==> src/sv/ddw_pkg.sv <==
// Shared types, widths and calendar helpers for the date difference block.
package ddw_pkg;

  localparam int DAY_W    = 5;
  localparam int MON_W    = 4;
  localparam int YEAR_W   = 14;
  localparam int DCNT_W   = 22;
  localparam int WK_W     = 3;
  // Day numbers of any date with a 14-bit year fit in 23 bits.
  localparam int ORD_W    = 23;
  // Wide enough for both a 14-bit year and the largest year limit.
  localparam int YCMP_W   = 17;

  localparam int MAX_YEAR_DEF  = 9999;
  localparam int MONTHS_IN_YR  = 12;
  localparam int DAYS_IN_YR    = 365;
  localparam int CENTURY_LAST  = 99;
  localparam int QUAD_CENT_LAST = 399;

  typedef struct packed {
    logic [DAY_W-1:0]  start_day;
    logic [MON_W-1:0]  start_month;
    logic [YEAR_W-1:0] start_year;
    logic [DAY_W-1:0]  end_day;
    logic [MON_W-1:0]  end_month;
    logic [YEAR_W-1:0] end_year;
  } req_t;

  typedef struct packed {
    logic              both_valid;
    logic [DCNT_W-1:0] day_count;
    logic [WK_W-1:0]   start_weekday;
    logic [WK_W-1:0]   end_weekday;
  } rsp_t;

  // Length of a month; zero for a code that is no month.
  function automatic logic [DAY_W-1:0] month_days(input logic [MON_W-1:0] m,
                                                  input logic leap);
    logic [DAY_W-1:0] len;
    case (m) inside
      4'd2:                              len = leap ? DAY_W'(29) : DAY_W'(28);
      4'd4, 4'd6, 4'd9, 4'd11:           len = DAY_W'(30);
      4'd1, 4'd3, 4'd5, 4'd7, 4'd8,
      4'd10, 4'd12:                      len = DAY_W'(31);
      default:                           len = '0;
    endcase
    return len;
  endfunction

  // (w + x) mod 7 for a residue w and a value x below 32.
  function automatic logic [WK_W-1:0] add_mod7(input logic [WK_W-1:0] w,
                                               input logic [DAY_W-1:0] x);
    logic [5:0] s;
    s = 6'(w) + 6'(x);
    if (s >= 6'd28) s = s - 6'd28;
    if (s >= 6'd14) s = s - 6'd14;
    if (s >= 6'd7)  s = s - 6'd7;
    return s[WK_W-1:0];
  endfunction

endpackage

==> src/sv/date_difference_and_weekday.sv <==
// Gregorian date check, day difference and weekday block built on one shared adder.
//
// A request carries a start and an end date. Both are checked (year 1 to MAX_YEAR,
// month 1 to 12, day within the month with the leap rule for February). For valid
// dates the response gives the days from start to end (0 if the start is not
// earlier) and each weekday, 0 Saturday through 6 Friday. A sequencer walks a year
// counter from year 1 up to the later of the two years, adding each year's length
// in one shared adder, then walks the months of each date and subtracts the two day
// numbers in the same adder. A bad year or month goes straight to the response step
// after acceptance, and a bad day is found when the year walk ends, before the months.
// The block is ready again once its response is registered. The block takes no new
// request until it has handed its result to the output register, which then waits
// independently for the consumer; while that register is still full the last step
// waits as well.
module date_difference_and_weekday #(
  parameter int MAX_YEAR = ddw_pkg::MAX_YEAR_DEF
) (
  input  logic           clk,
  input  logic           rst,
  input  logic           req_valid,
  output logic           req_ready,
  input  ddw_pkg::req_t  req,
  output logic           rsp_valid,
  input  logic           rsp_ready,
  output ddw_pkg::rsp_t  rsp
);
  import ddw_pkg::*;

  typedef enum logic [2:0] {S_IDLE, S_YEARS, S_LOAD, S_MONTHS, S_EMIT} state_t;

  state_t            state;
  req_t              req_q;
  logic [YEAR_W-1:0] yc, ymax;
  logic [1:0]        c4;
  logic [6:0]        c100;
  logic [8:0]        c400;
  logic [ORD_W-1:0]  acc, base_s, base_e, ord_s, ord_e;
  logic [WK_W-1:0]   w7, wb_s, wb_e, wk_s, wk_e;
  logic              leap_s, leap_e, sel, ok;
  logic [MON_W-1:0]  mc;

  logic              leap_now, pre_ok, day_ok_s, day_ok_e, month_step;
  logic [DAY_W-1:0]  cur_day, cur_len;
  logic [MON_W-1:0]  cur_month;
  logic              cur_leap;
  logic [ORD_W-1:0]  add_a, add_b, sum;
  logic              add_cin;

  function automatic logic ym_ok(input logic [YEAR_W-1:0] y, input logic [MON_W-1:0] m);
    return (y != '0) && (YCMP_W'(y) <= YCMP_W'(MAX_YEAR)) &&
           (m != '0) && (m <= MON_W'(MONTHS_IN_YR));
  endfunction

  assign pre_ok   = ym_ok(req.start_year, req.start_month) &&
                    ym_ok(req.end_year, req.end_month);
  assign leap_now = (c4 == 2'd0) && ((c100 != 7'd0) || (c400 == 9'd0));
  assign day_ok_s = (req_q.start_day != '0) &&
                    (req_q.start_day <= month_days(req_q.start_month, leap_s));
  assign day_ok_e = (req_q.end_day != '0) &&
                    (req_q.end_day <= month_days(req_q.end_month, leap_e));

  assign cur_day    = sel ? req_q.end_day   : req_q.start_day;
  assign cur_month  = sel ? req_q.end_month : req_q.start_month;
  assign cur_leap   = sel ? leap_e          : leap_s;
  assign cur_len    = month_days(mc, cur_leap);
  assign month_step = (mc < cur_month);

  // The one adder: year lengths, month lengths, the day, and the final difference.
  always_comb begin
    add_a   = acc;
    add_b   = '0;
    add_cin = 1'b0;
    case (state)
      S_YEARS:  add_b = ORD_W'(DAYS_IN_YR) + ORD_W'(leap_now);
      S_MONTHS: add_b = month_step ? ORD_W'(cur_len) : ORD_W'(cur_day);
      S_EMIT: begin
        add_a   = ord_e;
        add_b   = ~ord_s;
        add_cin = 1'b1;
      end
      default: add_b = '0;
    endcase
  end
  assign sum = add_a + add_b + ORD_W'(add_cin);

  assign req_ready = (state == S_IDLE);

  always_ff @(posedge clk) begin
    if (rst) begin
      state     <= S_IDLE;
      rsp_valid <= 1'b0;
      w7        <= '0;
      c100      <= '0;
      c400      <= '0;
    end else begin
      if (rsp_valid && rsp_ready && (state != S_EMIT)) rsp_valid <= 1'b0;
      case (state)
        S_IDLE: begin
          if (req_valid) begin
            req_q <= req;
            ymax  <= (req.start_year > req.end_year) ? req.start_year : req.end_year;
            yc    <= YEAR_W'(1);
            acc   <= '0;
            // Day one of year one is a Monday, code 2, so (days before + 1) mod 7.
            w7    <= WK_W'(1);
            c4    <= 2'd1;
            c100  <= 7'd1;
            c400  <= 9'd1;
            sel   <= 1'b0;
            ok    <= pre_ok;
            state <= pre_ok ? S_YEARS : S_EMIT;
          end
        end
        S_YEARS: begin
          if (yc == req_q.start_year) begin
            base_s <= acc;
            wb_s   <= w7;
            leap_s <= leap_now;
          end
          if (yc == req_q.end_year) begin
            base_e <= acc;
            wb_e   <= w7;
            leap_e <= leap_now;
          end
          acc  <= sum;
          w7   <= add_mod7(w7, leap_now ? DAY_W'(2) : DAY_W'(1));
          c4   <= c4 + 2'd1;
          c100 <= (c100 == 7'(CENTURY_LAST)) ? 7'd0 : c100 + 7'd1;
          c400 <= (c400 == 9'(QUAD_CENT_LAST)) ? 9'd0 : c400 + 9'd1;
          if (yc == ymax) state <= S_LOAD;
          else yc <= yc + YEAR_W'(1);
        end
        S_LOAD: begin
          acc <= sel ? base_e : base_s;
          w7  <= sel ? wb_e : wb_s;
          mc  <= MON_W'(1);
          if (!sel && !(day_ok_s && day_ok_e)) begin
            ok    <= 1'b0;
            state <= S_EMIT;
          end else begin
            state <= S_MONTHS;
          end
        end
        S_MONTHS: begin
          if (month_step) begin
            acc <= sum;
            w7  <= add_mod7(w7, cur_len);
            mc  <= mc + MON_W'(1);
          end else if (!sel) begin
            ord_s <= sum;
            wk_s  <= add_mod7(w7, cur_day);
            sel   <= 1'b1;
            state <= S_LOAD;
          end else begin
            ord_e <= sum;
            wk_e  <= add_mod7(w7, cur_day);
            state <= S_EMIT;
          end
        end
        S_EMIT: begin
          if (!rsp_valid || rsp_ready) begin
            rsp_valid         <= 1'b1;
            rsp.both_valid    <= ok;
            rsp.day_count     <= (ok && (ord_e > ord_s)) ? sum[DCNT_W-1:0] : '0;
            rsp.start_weekday <= ok ? wk_s : '0;
            rsp.end_weekday   <= ok ? wk_e : '0;
            state             <= S_IDLE;
          end
        end
        default: state <= S_IDLE;
      endcase
    end
  end

  // The mod 4 year residue must follow the year counter during the walk.
  a_quad_tracks_year: assert property (@(posedge clk) disable iff (rst)
    (state == S_YEARS) |-> (c4 == yc[1:0]))
    else $error("year mod 4 counter out of step");

  a_walk_bounded: assert property (@(posedge clk) disable iff (rst)
    (state == S_YEARS) |-> (yc <= ymax))
    else $error("year walk passed the later year");

  a_residues_in_range: assert property (@(posedge clk) disable iff (rst)
    (c100 <= 7'(CENTURY_LAST)) && (c400 <= 9'(QUAD_CENT_LAST)) && (w7 < WK_W'(7)))
    else $error("residue counter out of range");

  a_invalid_zero: assert property (@(posedge clk) disable iff (rst)
    (rsp_valid && !rsp.both_valid) |->
      (rsp.day_count == '0) && (rsp.start_weekday == '0) && (rsp.end_weekday == '0))
    else $error("invalid result carries nonzero fields");

  a_accept_leaves_idle: assert property (@(posedge clk) disable iff (rst)
    (req_valid && req_ready) |=> (state != S_IDLE))
    else $error("request accepted but sequencer stayed idle");

endmodule

==> config.mk <==
export PLATFORM = sky130hd
export DESIGN_NAME = date_difference_and_weekday
export DESIGN_NICKNAME = d
export VERILOG_FILES = /design/src/sv/ddw_pkg.sv /design/src/sv/date_difference_and_weekday.sv
export SDC_FILE = /design/constraint.sdc
export NUM_CORES = 1
export LEC_CHECK = 0
export BUFFER_PORTS_ARGS = -buffer_cell sky130_fd_sc_hd__buf_4
export CAP_MARGIN = 20
export CORE_UTILIZATION = 50
export DETAILED_ROUTE_END_ITERATION = 6
export PLACE_DENSITY_LB_ADDON = 0.05
export REMOVE_ABC_BUFFERS = 1
export SLEW_MARGIN = 15
export SYNTH_ARGS = -nofsm -noshare
export SYNTH_HDL_FRONTEND = slang
export SYNTH_SLANG_ARGS = --single-unit
==> constraint.sdc <==
create_clock -name clk -period 9.1 [get_ports clk]
set_clock_uncertainty 0.15 [all_clocks]
set_input_delay 1.365 -clock clk [delete_from_list [all_inputs] [get_ports clk]]
set_output_delay 1.365 -clock clk [all_outputs]
set_load 0.005 [all_outputs]
# Word-level counts from Yosys, hierarchy flattened
# Cells that the tools add are included.
totals:
  reg_bits: 263
  input_bits: 50
  output_inout_bits: 31
  wordCells: 283
op_classes:
  add_sub_neg: 22
  order_cmp: 20
  n_eq_ne: 53
  mux: 96
  bitwise_logic: 4
  n_reduce_logical: 56
ops:
  columns: ["cell", "n"]
  rows:
  - ["$mux W6", 33]
  - ["$mux W23", 4]
  - ["$pmux W23 S4", 1]
  - ["$pmux W23 S3", 1]
  - ["$eq A4 B4 Y1 const B", 15]
  - ["$mux W5", 11]
  - ["$eq A4 B3 Y1 const B", 12]
  - ["$eq A14 B14 Y1", 3]
  - ["$mux W14", 3]
  - ["$mux W3", 14]
  - ["$le A14 B14 Y1 const B", 2]
  - ["$pmux W14 S2", 1]
  - ["$reduce_and A4 Y1", 7]
  - ["$reduce_bool A14 Y1", 2]
  - ["$eq A4 B2 Y1 const B", 6]
  - ["$ge A6 B3 Y1 const B", 4]
  - ["$ge A6 B4 Y1 const B", 4]
  - ["$sub A6 B4 Y6 const B", 4]
  - ["$add A23 B1 Y23", 1]
  - ["$add A23 B23 Y23", 1]
  - ["$gt A23 B23 Y1", 1]
  - ["$not A23 Y23", 1]
  - ["$reduce_and A3 Y1", 7]
  - ["$reduce_or A7 Y1", 3]
  - ["other kinds (50)", 110]

# Longest topological paths before layout
# Gate-level depths: netlist of run 1.
depth:
  ltp_word: 20
  mapped_depth: 25
  depth_no_buf: 24

# Worst setup path before layout of run 1
# OpenSTA, ideal clock, no wires.
synth_timing:
  path_kind: "register -> register"
  startpoint: "register sel"
  endpoint: "register acc[18] (data pin)"
  setup_ps: 271
  arrival_ps: 5274
  t_required_ps: 8679
  slack_ps: 3405
  stages_incl_launch_ff: 26
  path_buffers: 3
  synth_period_minus_slack_ps: 5695
  path_cell_list: "edfxtp_1 > buf_2 > buf_1 > clkbuf_1 > mux2i_1 > ha_1 > o21a_1 > o21ai_0 > nand2b_1 > a21oi_1 > inv_1 > mux2i_1 > a21oi_1 > a21oi_1 > fa_1 > inv_1 > fa_1 > a21o_1 > a21oi_1 > o211ai_1 > a31oi_1 > a31oi_1 > a21o_1 > a21oi_1 > xor2_1 > o22ai_1"
synth_via:
  elab_chain_cells: 9
  word_cells_on_any_way: 13
  cone_classes: "2 x add/sub; 1 x order compare; 10 x mux"
synth_lines:
  columns: ["item", "line_no", "source"]
  rows:
  - ["start: declaration", "date_difference_and_weekday.sv:39", "logic leap_s, leap_e, sel, ok;"]
  - ["start signal: assignment", "date_difference_and_weekday.sv:109", "sel <= 1'b0;"]
  - ["start signal: assignment", "date_difference_and_weekday.sv:152", "sel <= 1'b1;"]
  - ["branches (longest 8 deep; another with $add A23 B23 Y23)", null, null]
  - ["$pmux W23 S4 *", "date_difference_and_weekday.sv:97", "case (state)"]
  - ["end signal: assignment", "date_difference_and_weekday.sv:125", "acc <= sum;"]
  - ["end signal: assignment", "date_difference_and_weekday.sv:134", "acc <= sel ? base_e : base_s;"]
  - ["end signal: assignment", "date_difference_and_weekday.sv:146", "acc <= sum;"]
  - ["end: declaration", "date_difference_and_weekday.sv:37", "logic [ORD_W-1:0] acc, base_s, base_e, ord_s, ord_e;"]
# Every way passes the cells marked *. The select of a mux whose other input is x is not followed.
# A chain may end at the register's enable or synchronous reset.

# Final worst setup path of run 1
# Ends and elaborated chain as after synthesis.

==> impl_metrics.env, run 1 <==
export IMPL_status="finished, final reports clean"
export IMPL_layout_worst_path_cycle_share_pct=69.4
export IMPL_drc=0
export IMPL_synth_top_cells_by_count="240 x edfxtp_1, 117 x nor2_1, 99 x ha_1, 92 x inv_1, 72 x a21oi_1"
export IMPL_ant_nets=0
export IMPL_ys_seq_elements=263
export IMPL_coreArea_um2=28200
export IMPL_area_growth_pct=13.7
export IMPL_diodes=0
export IMPL_seqCellArea_um2=7670
export IMPL_synth_main_ff_cell="edfxtp_1"
export IMPL_crit_path_start_kind="flop"
export IMPL_rows=61
export IMPL_cts_setup_buffers=0
export IMPL_die_w_um=172
export IMPL_cts_resized=0
export IMPL_routedWlPerCell_um=17.8
export IMPL_clk_latency_ns=0.55
export IMPL_placed_cells=1701
export IMPL_critPathMaxFanout=42
export IMPL_synthCells=1273
export IMPL_grt_pass1_wl_mm=50.2
export IMPL_power_switching_uw=896
export IMPL_setup_tns_ns=0
export IMPL_total_power_mw=3.23
export IMPL_synth_cell_type_count=71
export IMPL_clk_path_buf_depth=3
export IMPL_netlist_top_cell_by_area="edfxtp_1"
export IMPL_numCtsBuffers=28
export IMPL_synth_top_area_share_pct=49.7
export IMPL_yosysWarningCount=0
export IMPL_gp_congestion=0.850
export IMPL_slew_limit_headroom_pct=33.6
export IMPL_finalMaxSlewViolations=0
export IMPL_ctsHoldBuffers=0
export IMPL_final_nets=1507
export IMPL_post_layout_nonfiller_instances=1753
export IMPL_fillCellCount=2422
export IMPL_worst_slew_pin_slew_ns=0.968
export IMPL_grt_pass1_vias=9782
export IMPL_leakagePower_nw=6.44
export IMPL_r2r_setup_slack_ns=2.78
export IMPL_clk_pin_slew_ns=0.06
export IMPL_arrival_ns=6.46
export IMPL_combinationalPowerShare_pct=19.7
export IMPL_grt_usage_pct=21.7
export IMPL_power_density_nw_per_um2=196
export IMPL_seq_power_share_pct=45.1
export IMPL_finalCriticalPeriod_ns=6.32
export IMPL_synth_async_reset_ratio_pct=0
export IMPL_whs_ns=0.323
export IMPL_syn_area_um2=14500
export IMPL_drtIter0Drc=687
export IMPL_multi_input_area_um2=6360
export IMPL_hold_path_class="flop to flop"
export IMPL_hold_viol_final=0
export IMPL_cts_root_buf="clkbuf_16"
export IMPL_place_port_buffers=80
export IMPL_ys_seq_area_share_pct=52.9
export IMPL_drive_gt1_share_pct=15.0
export IMPL_crit_type="flop to flop"
export IMPL_grt_start_max_net_pins=61
export IMPL_ios=81
export IMPL_clock_sinks=263
export IMPL_peakVddDrop_uv=141
export IMPL_endpoint_kind="flop"
export IMPL_maxCapViolCount=0
export IMPL_antenna_found_initial=0
export IMPL_die_h_um=172
export IMPL_synth_most_common_cell="edfxtp_1"
export IMPL_dpl_hpwl_mm=21.9
export IMPL_initial_utilization_pct=51.5
export IMPL_synth_edf_count=240
export IMPL_cts_htree_levels=1
export IMPL_swShare_pct=27.7
export IMPL_wirelength_mm=31.2
export IMPL_utilization_pct=58.6
export IMPL_num_vias=9888
export IMPL_finalSetupViolations=0
export IMPL_die_area_um2=29700
export IMPL_grt_overflow_total=0
export IMPL_clock_power_share_pct=35.2
export IMPL_fmax_mhz=158
export IMPL_routed_via_density=5.64
export IMPL_rsz0062_at_grt="no"
export IMPL_avgSynthCellArea_um2=11.4
export IMPL_cts_tree="done"
export IMPL_drt_first_pass_iters=5
export IMPL_p_int_mw=2.33
export IMPL_worstPathRequired_ns=9.24
export IMPL_synth_area_leaders="edfxtp_1 50%, ha_1 8.5%, dfxtp_1 3.2%, mux2_2 3.0%, nor2_1 3.0%"
routing by layer:
metal  vias up  part of all wire [%]  GRT usage, %
met4         0                   2.0          5.35
met3        46                   3.4          2.40
met1      4785                    45          28.1
met5         -                     0             0
li1       4854                     -             -
met2       203                    50          38.7
cells in the final DEF (no fill, tap or decap), types with 13 or more instances in the layout:
cell type	synthesis	final
edfxtp_1	240	240
nor2_1	117	115
ha_1	99	99
buf_4	0	96
inv_1	92	92
a21oi_1	72	71
nand2_1	58	57
xnor2_1	49	49
o21ai_0	47	47
mux2i_1	42	42
mux2_2	39	39
xor2_1	32	32
o22ai_1	30	30
clkbuf_16	0	28
nand3_1	24	24
dfxtp_1	23	23
o21a_1	22	22
nand4_1	22	22
a21o_1	20	20
nor2b_1	19	19
and2_1	14	14
and3_1	14	14
or3_1	13	13
area by class of cell:
type | instances | area share, %
inverter | 93 | 2.12
sequential | 263 | 46.5
clock inverter | 21 | 1.31
clock buffer | 31 | 4.32
tap | 378 | 2.87
timing repair buffer | 96 | 4.37
multi-input combinational | 871 | 38.5
kinds of logic after synthesis:
family	synth area share, %
simple gates	11.7
flops	52.9
compound gates	11.6
buf+inv	3.64
fa+ha+maj	9.37
mux	6.03
xor+xnor	4.89
power by group through the flow:
stage / sequential (mW) / combinational (mW) / clock, mW
4_1_cts: 1.46 / 0.640 / 1.16
5_1_grt: 1.46 / 0.711 / 1.20
3_5_place_dp: 1.48 / 0.636 / 0
3_3_place_gp: 1.48 / 0.621 / 0
6_report: 1.46 / 0.636 / 1.14
2_1_floorplan: 1.47 / 0.454 / 0
through the flow:
step                      cell area (um^2)  worst slack, ns
after floorplan                      14300             3.13
final                                16500             2.78
after detailed placement             15600             2.83
after global routing                 16500             2.28
after CTS                            16500             2.78
after global placement               15600             2.96
worst paths after layout:
kind | endpoint | startpoint | depth (start not counted)
max | acc[18]$_DFFE_PP_ | sel$_DFFE_PP_ | 22
min | base_s[19]$_DFFE_PP_ | acc[19]$_DFFE_PP_ | 0
max reg2reg | acc[18]$_DFFE_PP_ | sel$_DFFE_PP_ | 22
min reg2reg | base_s[19]$_DFFE_PP_ | acc[19]$_DFFE_PP_ | 0
state kept, by name, summed over array words and instances, names as in the netlist, 2 cells and up:
| name | flops |
|---|---|
| wb_e | 3 |
| req_q | 46 |
| c100 | 7 |
| acc | 23 |
| c400 | 9 |
| base_s | 23 |
| ord_s | 23 |
| state | 3 |
| wb_s | 3 |
| mc | 4 |
| w7 | 3 |
| rsp | 29 |
| yc | 14 |
| wk_e | 3 |
| base_e | 23 |
| ymax | 14 |
| ord_e | 23 |
| c4 | 2 |
| wk_s | 3 |
worst max-delay path: stages (launching register included):
cell and delay (ns):
edfxtp_1 0.37, buf_4 0.64, mux2i_1 0.29, ha_1 0.25
o21ai_0 0.07, nand2b_1 0.07, a21oi_1 0.71, inv_1 0.22
mux2i_1 0.22, a21oi_1 0.09, a21oi_1 0.21, fa_1 0.21
inv_1 0.06, fa_1 0.40, a21o_1 0.20, a21oi_1 0.28
o211ai_1 0.15, a31oi_1 0.41, a31oi_1 0.25, a21o_1 0.23
a21oi_1 0.17, xor2_1 0.28, o22ai_1 0.11
Note: power is estimated with default switching activity, not from simulation.
==> run 2: changes to the inputs <==
- clock period: 9.1 -> 5.2 ns (I/O delays scaled with it)
==> run 2 against run 1 <==
Compared with the run above: clock power rose by 100%; clock-buffer cell count is 1 higher; maximum frequency up 28%; utilization is 1.1 points higher; critical path type unchanged; largest cell class unchanged; highest routed layer unchanged.
==> impl_metrics.env, run 2 (synthesis gave the netlist of run 1 again) <==
export IMPL_status="finished, final reports clean"
export IMPL_finalMaxSlewViolations=0
export IMPL_power_density_nw_per_um2=356
export IMPL_cts_root_buf="clkbuf_16"
export IMPL_worst_slew_pin_slew_ns=0.860
export IMPL_grt_usage_pct=22.0
export IMPL_rsz0062_at_grt="yes"
export IMPL_clk_latency_ns=0.55
export IMPL_grt_pass1_vias=9816
export IMPL_crit_path_start_kind="flop"
export IMPL_dpl_hpwl_mm=22.4
export IMPL_clock_sinks=263
export IMPL_drtIter0Drc=712
export IMPL_die_area_um2=29700
export IMPL_post_layout_nonfiller_instances=1771
export IMPL_crit_type="flop to flop"
export IMPL_peakVddDrop_uv=255
export IMPL_placed_cells=1717
export IMPL_antenna_found_initial=0
export IMPL_grt_start_max_net_pins=36
export IMPL_slowest_delay_ns=0.47
export IMPL_cts_htree_levels=1
export IMPL_diodes=0
export IMPL_initial_utilization_pct=51.5
export IMPL_power_switching_mw=1.61
export IMPL_slowest_stage="edfxtp_1"
export IMPL_endpoint_kind="flop"
export IMPL_largestRegisters="req_q (46), rsp (29)"
export IMPL_ios=81
export IMPL_die_w_um=172
export IMPL_path_cells="ha_1 -> nor2_2 -> nor2_1 -> a21oi_1 -> nor2_1 -> a31oi_1 -> o211ai_1 -> ha_1 -> fa_1 -> xnor2_1 -> ha_2 -> inv_1 -> o21ai_2 -> o22ai_1 -> inv_1 -> ha_1 -> and3b_1 -> a32o_1 -> a211o_1 -> a2bb2oi_2 -> or3_1 -> a311oi_1"
export IMPL_area_growth_pct=15.9
export IMPL_cts_tree="done"
export IMPL_crit_family="compound AO/OA/AOI/OAI gates"
export IMPL_p_int_mw=4.38
export IMPL_finalCriticalPeriod_ns=4.92
export IMPL_wirelength_mm=31.7
export IMPL_grt_overflow_total=0
export IMPL_numCtsBuffers=29
export IMPL_routed_via_density=5.59
export IMPL_layout_worst_path_cycle_share_pct=94.6
export IMPL_place_port_buffers=80
export IMPL_gp_congestion=0.833
export IMPL_drc=0
export IMPL_rows=61
export IMPL_max_flop_register="req_q"
export IMPL_ctsHoldBuffers=0
export IMPL_worst_path_buf_inv=2
export IMPL_routedWlPerCell_um=17.9
export IMPL_largest_register_ffs=46
export IMPL_arrival_ns=5.22
export IMPL_critPathMaxFanout=7
export IMPL_die_h_um=172
export IMPL_mostFrequentLayoutCells="240 x edfxtp_1, 114 x nor2_1, 112 x buf_4, 98 x ha_1, 92 x inv_1"
export IMPL_clk_path_buf_depth=3
export IMPL_combinationalPowerShare_pct=19.1
export IMPL_coreArea_um2=28200
export IMPL_ant_nets=0
export IMPL_hold_path_class="input port to flop"
export IMPL_swShare_pct=26.8
export IMPL_maxCapViolCount=0
export IMPL_num_vias=9900
export IMPL_setup_tns_ns=0
export IMPL_crit_top_cell="ha_1"
export IMPL_grt_pass1_wl_mm=50.7
export IMPL_seq_power_share_pct=42.5
export IMPL_drive_gt1_share_pct=16.7
export IMPL_drt_first_pass_iters=5
export IMPL_final_nets=1525
export IMPL_utilization_pct=59.7
export IMPL_clock_power_share_pct=38.4
export IMPL_worstPathRequired_ns=5.49
export IMPL_leakagePower_nw=6.60
export IMPL_fmax_mhz=203
export IMPL_finalSetupViolations=0
export IMPL_hold_viol_final=0
export IMPL_clk_pin_slew_ns=0.06
export IMPL_slew_limit_headroom_pct=41.0
export IMPL_mostFrequentLayoutCell="edfxtp_1"
## run 2: cell types whose count changed in the layout (fill, tap and decap cells not counted), moves of 2 or more
cell / delta
bufinv_16: +5
buf_4: +16
xnor2_2: +2
inv_6: +2
clkinv_2: -5
clkinv_4: -2
xnor2_1: -2
## run 2: metrics by stage
step                      setup slack (ns)  cell area, um^2  hold slack (ns)  power (mW)
after floorplan                     -0.773            14300            0.289        3.37
after global placement               0.341            15700            0.308        3.69
after global routing               -0.0375            16800            0.242        6.24
after detailed placement             0.159            15700            0.310        3.72
final                                0.278            16800            0.273        5.99
after CTS                            0.146            16800            0.244        6.01
## run 2: worst paths after layout
| check | from | endpoint | slack [ns] | cells after the start |
|---|---|---|---|---|
| min reg2reg | acc[3]$_DFFE_PP_ | base_s[3]$_DFFE_PP_ | 0.32 | 0 |
| max reg2reg | mc[0]$_SDFFCE_PN1P_ | w7[0]$_SDFFE_PP0P_ | 0.28 | 22 |
| max | mc[0]$_SDFFCE_PN1P_ | w7[0]$_SDFFE_PP0P_ | 0.28 | 22 |
| min | req[42] | req_q[42]$_DFFE_PP_ | 0.27 | 1 |
## run 2: timing repair
item                                    in CTS  in global routing
gates resized for setup                      0                 11
endpoints found under the setup margin       0                 21
setup buffers                                0                  1
## run 2: power by group through the flow
stage | registers [mW] | logic (mW) | clock network [mW]
after CTS | 2.55 | 1.14 | 2.33
after global placement | 2.59 | 1.10 | 0
after detailed placement | 2.59 | 1.13 | 0
after global routing | 2.56 | 1.28 | 2.41
after floorplan | 2.58 | 0.794 | 0
final | 2.55 | 1.14 | 2.30
## run 2: area by class of cell
cell class                 count  area (um^2)
fill                        2356        11300
sequential                   263         7670
multi-input combinational    871         6390
timing repair buffer         113          852
clock buffer                  32          737
tap                          378          473
inverter                      93          349
clock inverter                21          340
## run 2: metal layers
| metal | vias up | track usage [%] | share of wire [%] |
|---|---|---|---|
| li1 | 4893 | - | - |
| met1 | 4767 | 28.7 | 46 |
| met2 | 206 | 38.7 | 49 |
| met3 | 34 | 2.77 | 3.8 |
| met4 | 0 | 5.12 | 1.9 |
| met5 | - | 0 | 0 |
